$ cat src/bnd_pkg.sv
package bnd_pkg;

  // Largest image the frame store holds.
  localparam int MAX_WIDTH  = 256;
  localparam int MAX_HEIGHT = 256;

  localparam int PIX_W   = 8;
  localparam int COL_W   = $clog2(MAX_WIDTH);
  localparam int ROW_W   = $clog2(MAX_HEIGHT);
  localparam int ADDR_W  = ROW_W + COL_W;
  localparam int FRAME_DEPTH = MAX_WIDTH * MAX_HEIGHT;
  localparam int DIM_W   = 9;
  localparam int PASS_W  = 4;
  localparam int CFG_IDX_W = 2;

  localparam logic [DIM_W-1:0]  WIDTH_RESET  = DIM_W'(256);
  localparam logic [DIM_W-1:0]  HEIGHT_RESET = DIM_W'(256);
  localparam logic [PASS_W-1:0] PASS_RESET   = PASS_W'(10);
  localparam logic [DIM_W-1:0]  WIDTH_LIMIT  = DIM_W'(MAX_WIDTH);
  localparam logic [DIM_W-1:0]  HEIGHT_LIMIT = DIM_W'(MAX_HEIGHT);

  localparam logic [PIX_W-1:0] PIX_WHITE = 8'd255;
  localparam logic [PIX_W-1:0] PIX_BLACK = 8'd0;
  localparam logic [10:0]      SUM_SEVEN_WHITE = 11'd1785;

  typedef logic [PIX_W-1:0] pix_t;

  // 3x3 neighbourhood, indexed [row][column], row 0 is the row above.
  typedef pix_t [2:0][2:0] window_t;

  typedef enum logic [1:0] {
    ACT_WRITE = 2'd0,
    ACT_RUN   = 2'd1,
    ACT_READ  = 2'd2,
    ACT_NONE  = 2'd3
  } action_t;

  typedef enum logic [CFG_IDX_W-1:0] {
    CFG_WIDTH  = 2'd0,
    CFG_HEIGHT = 2'd1,
    CFG_PASSES = 2'd2,
    CFG_SPARE  = 2'd3
  } cfg_index_t;

endpackage

$ cat src/bnd_rule.sv
module bnd_rule (
  input  bnd_pkg::window_t win,
  output bnd_pkg::pix_t    pixel
);
  import bnd_pkg::*;

  pix_t        n0, n1, n2, n3, n4, n5, n6, n7, px;
  logic [9:0]  orth_sum;
  logic [10:0] ring_sum;
  logic        top_set, right_set, bottom_set, left_set;

  assign n0 = win[0][0];
  assign n1 = win[0][1];
  assign n2 = win[0][2];
  assign n3 = win[1][0];
  assign px = win[1][1];
  assign n4 = win[1][2];
  assign n5 = win[2][0];
  assign n6 = win[2][1];
  assign n7 = win[2][2];

  assign orth_sum = 10'(n1) + 10'(n3) + 10'(n4) + 10'(n6);
  assign ring_sum = 11'(n0) + 11'(n1) + 11'(n2) + 11'(n3)
                  + 11'(n4) + 11'(n5) + 11'(n6) + 11'(n7);

  // Half-plane patterns: all five neighbours on one side are white.
  assign top_set    = (n0 & n1 & n2 & n3 & n4) == PIX_WHITE;
  assign right_set  = (n1 & n2 & n4 & n6 & n7) == PIX_WHITE;
  assign bottom_set = (n3 & n4 & n5 & n6 & n7) == PIX_WHITE;
  assign left_set   = (n0 & n1 & n3 & n5 & n6) == PIX_WHITE;

  always_comb begin
    pixel = px;
    if (px == PIX_WHITE) begin
      if (orth_sum <= 10'd1) begin
        pixel = PIX_BLACK;
      end
    end else if (px == PIX_BLACK) begin
      if (ring_sum == SUM_SEVEN_WHITE || top_set || right_set || bottom_set || left_set) begin
        pixel = PIX_WHITE;
      end
    end
  end

endmodule
$ cat config.mk
export PLATFORM = sky130hd
export DESIGN_NAME = bnd_rule
export DESIGN_NICKNAME = d
export VERILOG_FILES = /design/src/bnd_pkg.sv /design/src/bnd_rule.sv
export SDC_FILE = /design/constraint.sdc
export NUM_CORES = 1
export LEC_CHECK = 0
export BUFFER_PORTS_ARGS = -buffer_cell sky130_fd_sc_hd__buf_4
export CORE_MARGIN = 5
export CORE_UTILIZATION = 60
export DETAILED_ROUTE_END_ITERATION = 8
export PLACE_DENSITY = 0.95
export REMOVE_ABC_BUFFERS = 1
export SETUP_SLACK_MARGIN = 0.5
export SKIP_LAST_GASP = 1
export SLEW_MARGIN = 25
export SYNTH_ARGS = -nofsm -noshare
export SYNTH_HDL_FRONTEND = slang
export SYNTH_SLANG_ARGS = --single-unit
$ cat constraint.sdc
create_clock -name vclk -period 15.45
set_input_delay 2.3175 -clock vclk [all_inputs]
set_output_delay 2.3175 -clock vclk [all_outputs]
set_load 0.1 [all_outputs]
Word-level counts from Yosys, hierarchy flattened
Index checks and enable logic that the tools add are counted.

$add $sub $neg: 10. Order comparisons: 1. Equality and inequality tests: 6. Multiplexer cells: 4. Bitwise gates (word level): 15. Reductions and logical operators: 5.

Operator list (number): $and 8x8->8 (15); $add 11x8->11 (4); $eq 8x8->1 const B (5); $mux 8 (4); $add 9x8->10 (2); $add 8x8->9 (2); $add 10x8->11 (1); $eq 11x11->1 const B (1); $add 10x8->10 (1); $le 10x1->1 const B (1); $logic_not 8->1 (1); $logic_or 1x1->1 (4).

Register bits after elaboration: 0. Input port bits: 72. Output and inout port bits: 8. Word-level logic and storage cells: 41.

Longest topological paths before layout
Word-level depth: 15. Depth in mapped cells: 17. Gate-level depth less buffers: 17.

Least setup slack after synthesis
OpenSTA, ideal clock, no wires.

Path type: input port to output port. Start: input port win[2] (netlist name). End: output port pixel[3]. Data arrival time: 7.510 ns. Required time: 13.133 ns. Slack: 5.623 ns. Cell stages on the path: 14. Buffers on the path: 0. Path through: fa_1 -> inv_1 -> fa_1 -> fa_1 -> fa_1 -> inv_1 -> ha_1 -> inv_1 -> fa_1 -> nor4b_1 -> o21ai_0 -> nor4_1 -> a41oi_2 -> o21ai_1.

Cells in the longest elaborated chain, start to end: 15. Elaborated cells between the ends (all ways): 24. Those cells by class: add/sub (7); eq/ne (3); mux (3); bitwise (7); reduce/logical (4).

Ends and longest elaborated chain: from (decl) (line bnd_rule.sv:2) `input bnd_pkg::window_t win,`; $add 8x8->9 (line bnd_rule.sv:23) `assign ring_sum = 11'(n0) + 11'(n1) + 11'(n2) + 11'(n3)`; $add 9x8->10 (line bnd_rule.sv:23); $add 10x8->11 (line bnd_rule.sv:23); $add 11x8->11 (4 in series) (line bnd_rule.sv:24) `+ 11'(n4) + 11'(n5) + 11'(n6) + 11'(n7);`; $eq 11x11->1 (line bnd_rule.sv:39) `if (ring_sum == SUM_SEVEN_WHITE || top_set || right_set || bottom_set || left_set) begin`; $logic_or 1x1->1 (3 in series) (line bnd_rule.sv:39); $logic_or 1x1->1 * (line bnd_rule.sv:39); $mux 8 * (line bnd_rule.sv:39); $mux 8 * (line bnd_rule.sv:38) `end else if (px == PIX_BLACK) begin`; $mux 8 * (line bnd_rule.sv:34) `if (px == PIX_WHITE) begin`; to (decl) (line bnd_rule.sv:3) `output bnd_pkg::pix_t pixel`.

Every way passes the cells marked *; elsewhere a longest branch is shown, timed or not.

Worst setup path in the final report
Start: input port win[26] (netlist name). End: output port pixel[5].

Cells in the longest elaborated chain, start to end: 13. Elaborated cells between the ends (all ways): 30. Those cells by class: add/sub (8); order compare (1); eq/ne (4); mux (4); bitwise (9); reduce/logical (4).

Ends and longest elaborated chain (line): $add 10x8->11 (bnd_rule.sv:23); $add 11x8->11 (4 in series) (bnd_rule.sv:24); $eq 11x11->1 (bnd_rule.sv:39); $logic_or 1x1->1 (4 in series) (bnd_rule.sv:39); $mux 8 (bnd_rule.sv:39); $mux 8 (bnd_rule.sv:38); $mux 8 * (bnd_rule.sv:34).

Marked as above.

==> results by group <==
Critical path
  • Critical path arrival: 7360 ps
  • Crit Path Max Fanout: 5
  • Largest stage delay, worst path: 550 ps
  • Crit Path Class: in -> out
  • CP dominant cell by count: fa_1
  • Crit path capture type: output port
  • Startpoint types: input port
  • Crit path max-delay cell type: fa_1
  • Worst EP required: 13,130 ps
  • Critical path, cell by cell: buf_4 -> fa_1 -> inv_1 -> fa_1 -> fa_1 -> fa_1 -> inv_1 -> ha_1 -> inv_1 -> fa_1 -> nor4b_1 -> o21ai_0 -> nor4_1 -> a41oi_2 -> o21ai_1 -> buf_4

Detailed routing
  • Drt total wl: 7890 um
  • Drc violations: 0
  • Routed via count: 2,612
  • TritonRoute pass-1 iters: 5
  • Metal1 wirelength: 2950 um
  • Initial DRC Count: 155
  • DR WL met3: 819 um
  • Max Used Layer: met4
  • Met2 wire length: 3970 um
  • Routed len/inst: 18.7 um
  • Post-DRT Antenna Nets: 0
  • Drt via density: 6.17

STA
  • Slew at the pin with the worst max-slew slack: 554 ps
  • Tmin final: 9680 ps
  • Setup TNS: 0 ps
  • Setup violators final: 0
  • Fin. max-slew vios: 0
  • Slew headroom: 62.7%
  • Final hold slack: 5080 ps
  • Fin crit share: 62.7%
  • Max Clk Rate: 0.103 GHz
  • RSZ-0062 raised after global routing: no
  • Fin. Hold Viols: 0

Finish
  • Share of cells above drive strength 1: 23.2%
  • Nets: 544
  • Area of the multi-input gates: 0.00244 sq mm
  • FFs & Latches: 0
  • Register area: 0 sq um
  • Ant. Diodes: 0
  • Layout Cells excl Fill: 423
  • Layout area overhead: 24.2%
  • CLK BUF: 0
  • Fin area: 0.00337 sq mm
  • Final core utilization: 76.9%
  • # fillers: 319

Floorplanning
  • I/O pins: 80
  • Cell Rows: 24
  • Area of the core: 0.00438 sq mm
  • Chip Height: 77.3 um
  • Die area: 0.00597 sq mm
  • Starting density of the core: 62.0%
  • Die width: 77.3 um

Clock network
  • Resized cells post-CTS: 0
  • Hold_buf cts: 0
  • Setup Buffers After CTS: 0

Synth
  • Synth Warn #: 0
  • Top cells by count, synth: 71 x inv_1, 63 x fa_1, 36 x ha_1
  • Netlist cell types: 37
  • Most common cell in the netlist: inv_1
  • Sequential area share after synthesis: 0%
  • Synth area leader: fa_1
  • Post-synthesis cell count: 293
  • Post-Syn Area: 0.00272 sq mm
  • Dominant cells by area after synthesis: fa_1 46%, ha_1 17%, inv_1 9.8%
  • Synth top area share: 46.4%
  • Mean Syn Cell Area: 9.27 sq um

Run
  • Max-cap violations: 0

Global route
  • Initial antenna violation count: 0
  • First-pass GRT wire length: 13,200 um
  • All-layer global routing usage: 27.0%
  • Global route overflow: 0
  • Largest net degree at the start of global routing: 9
  • Vias in the first global route: 2,820

Pwr
  • Pwr/cell area: 126 mW/mm^2
  • Leakage Power: 1.65 nW
  • Peak supply drop: 0.146 mV

Place
  • DP Area: 0.00337 sq mm
  • Hpwl dp: 7180 um
  • Placed cells: 423
  • Gp weighted congestion: 1.02
  • # port buffers: 80

Run status
  • Outcome: completed

Hold path
  • Worst hold path type: in -> out
kinds of logic after synthesis:
| group | synth area share [%] |
|---|---|
| AO/OA/AOI/OAI | 8.34 |
| adder cells (fa/ha/maj) | 63.0 |
| buffers and inverters | 10.1 |
| AND/OR/NAND/NOR | 17.5 |
| XOR/XNOR | 0.645 |
| multiplexers | 0.415 |
per-layer routing:
| layer | vias to the layer above | track usage, % |
|---|---|---|
| met2 | 186 | 48.3 |
| met5 | - | 0 |
| met4 | 0 | 4.64 |
| li1 | 1137 | - |
| met3 | 22 | 3.16 |
| met1 | 1267 | 35.4 |
stage by stage:
step,setup WS [ps],total power [W]
2_1_floorplan,5620,0.000313
5_1_grt,5470,0.000475
4_1_cts,5770,0.000420
3_3_place_gp,5970,0.000398
3_5_place_dp,5770,0.000417
6_report,5770,0.000425
worst paths after layout:
path,from,endpoint,slack (ps),cells after the start
max,win[26],pixel[5],5770,16
min,win[39],pixel[7],5080,4
layout by cell type, fill, tap and decap left out, types with 2 or more instances in the layout:
master | netlist | final
a21oi_1 | 9 | 9
buf_4 | 0 | 80
fa_1 | 63 | 63
ha_1 | 36 | 36
inv_1 | 71 | 71
nand2_1 | 13 | 13
nand3_1 | 7 | 7
nand4_1 | 28 | 28
nand4b_1 | 3 | 3
nor2_1 | 14 | 14
nor2b_1 | 2 | 2
nor3_1 | 3 | 3
nor4_1 | 7 | 7
nor4b_1 | 2 | 2
o211ai_1 | 2 | 2
o21ai_0 | 4 | 4
o21ai_1 | 5 | 5
or4_1 | 3 | 3
xor2_1 | 2 | 2
worst max-delay path: cells and delay by family:
family / cells / cell delay [ps]
adder cells (fa/ha/maj): 6 / 2710
AO/OA/AOI/OAI: 3 / 710
buffers and inverters: 5 / 630
AND/OR/NAND/NOR: 2 / 990
power by group:
| group | switching, W | internal, W |
|---|---|---|
| Sequential | 0 | 0 |
| Clock | 0 | 0 |
| Combinational | 0.000250 | 0.000175 |
| Total | 0.000250 | 0.000175 |
cell type report:
| cell class | count | area share, % |
|---|---|---|
| multi-input combinational | 220 | 72.4 |
| timing repair buffer | 80 | 17.8 |
| inverter | 71 | 7.90 |
| tap | 52 | 1.93 |
No activity file was read; power rests on OpenSTA's default activity.
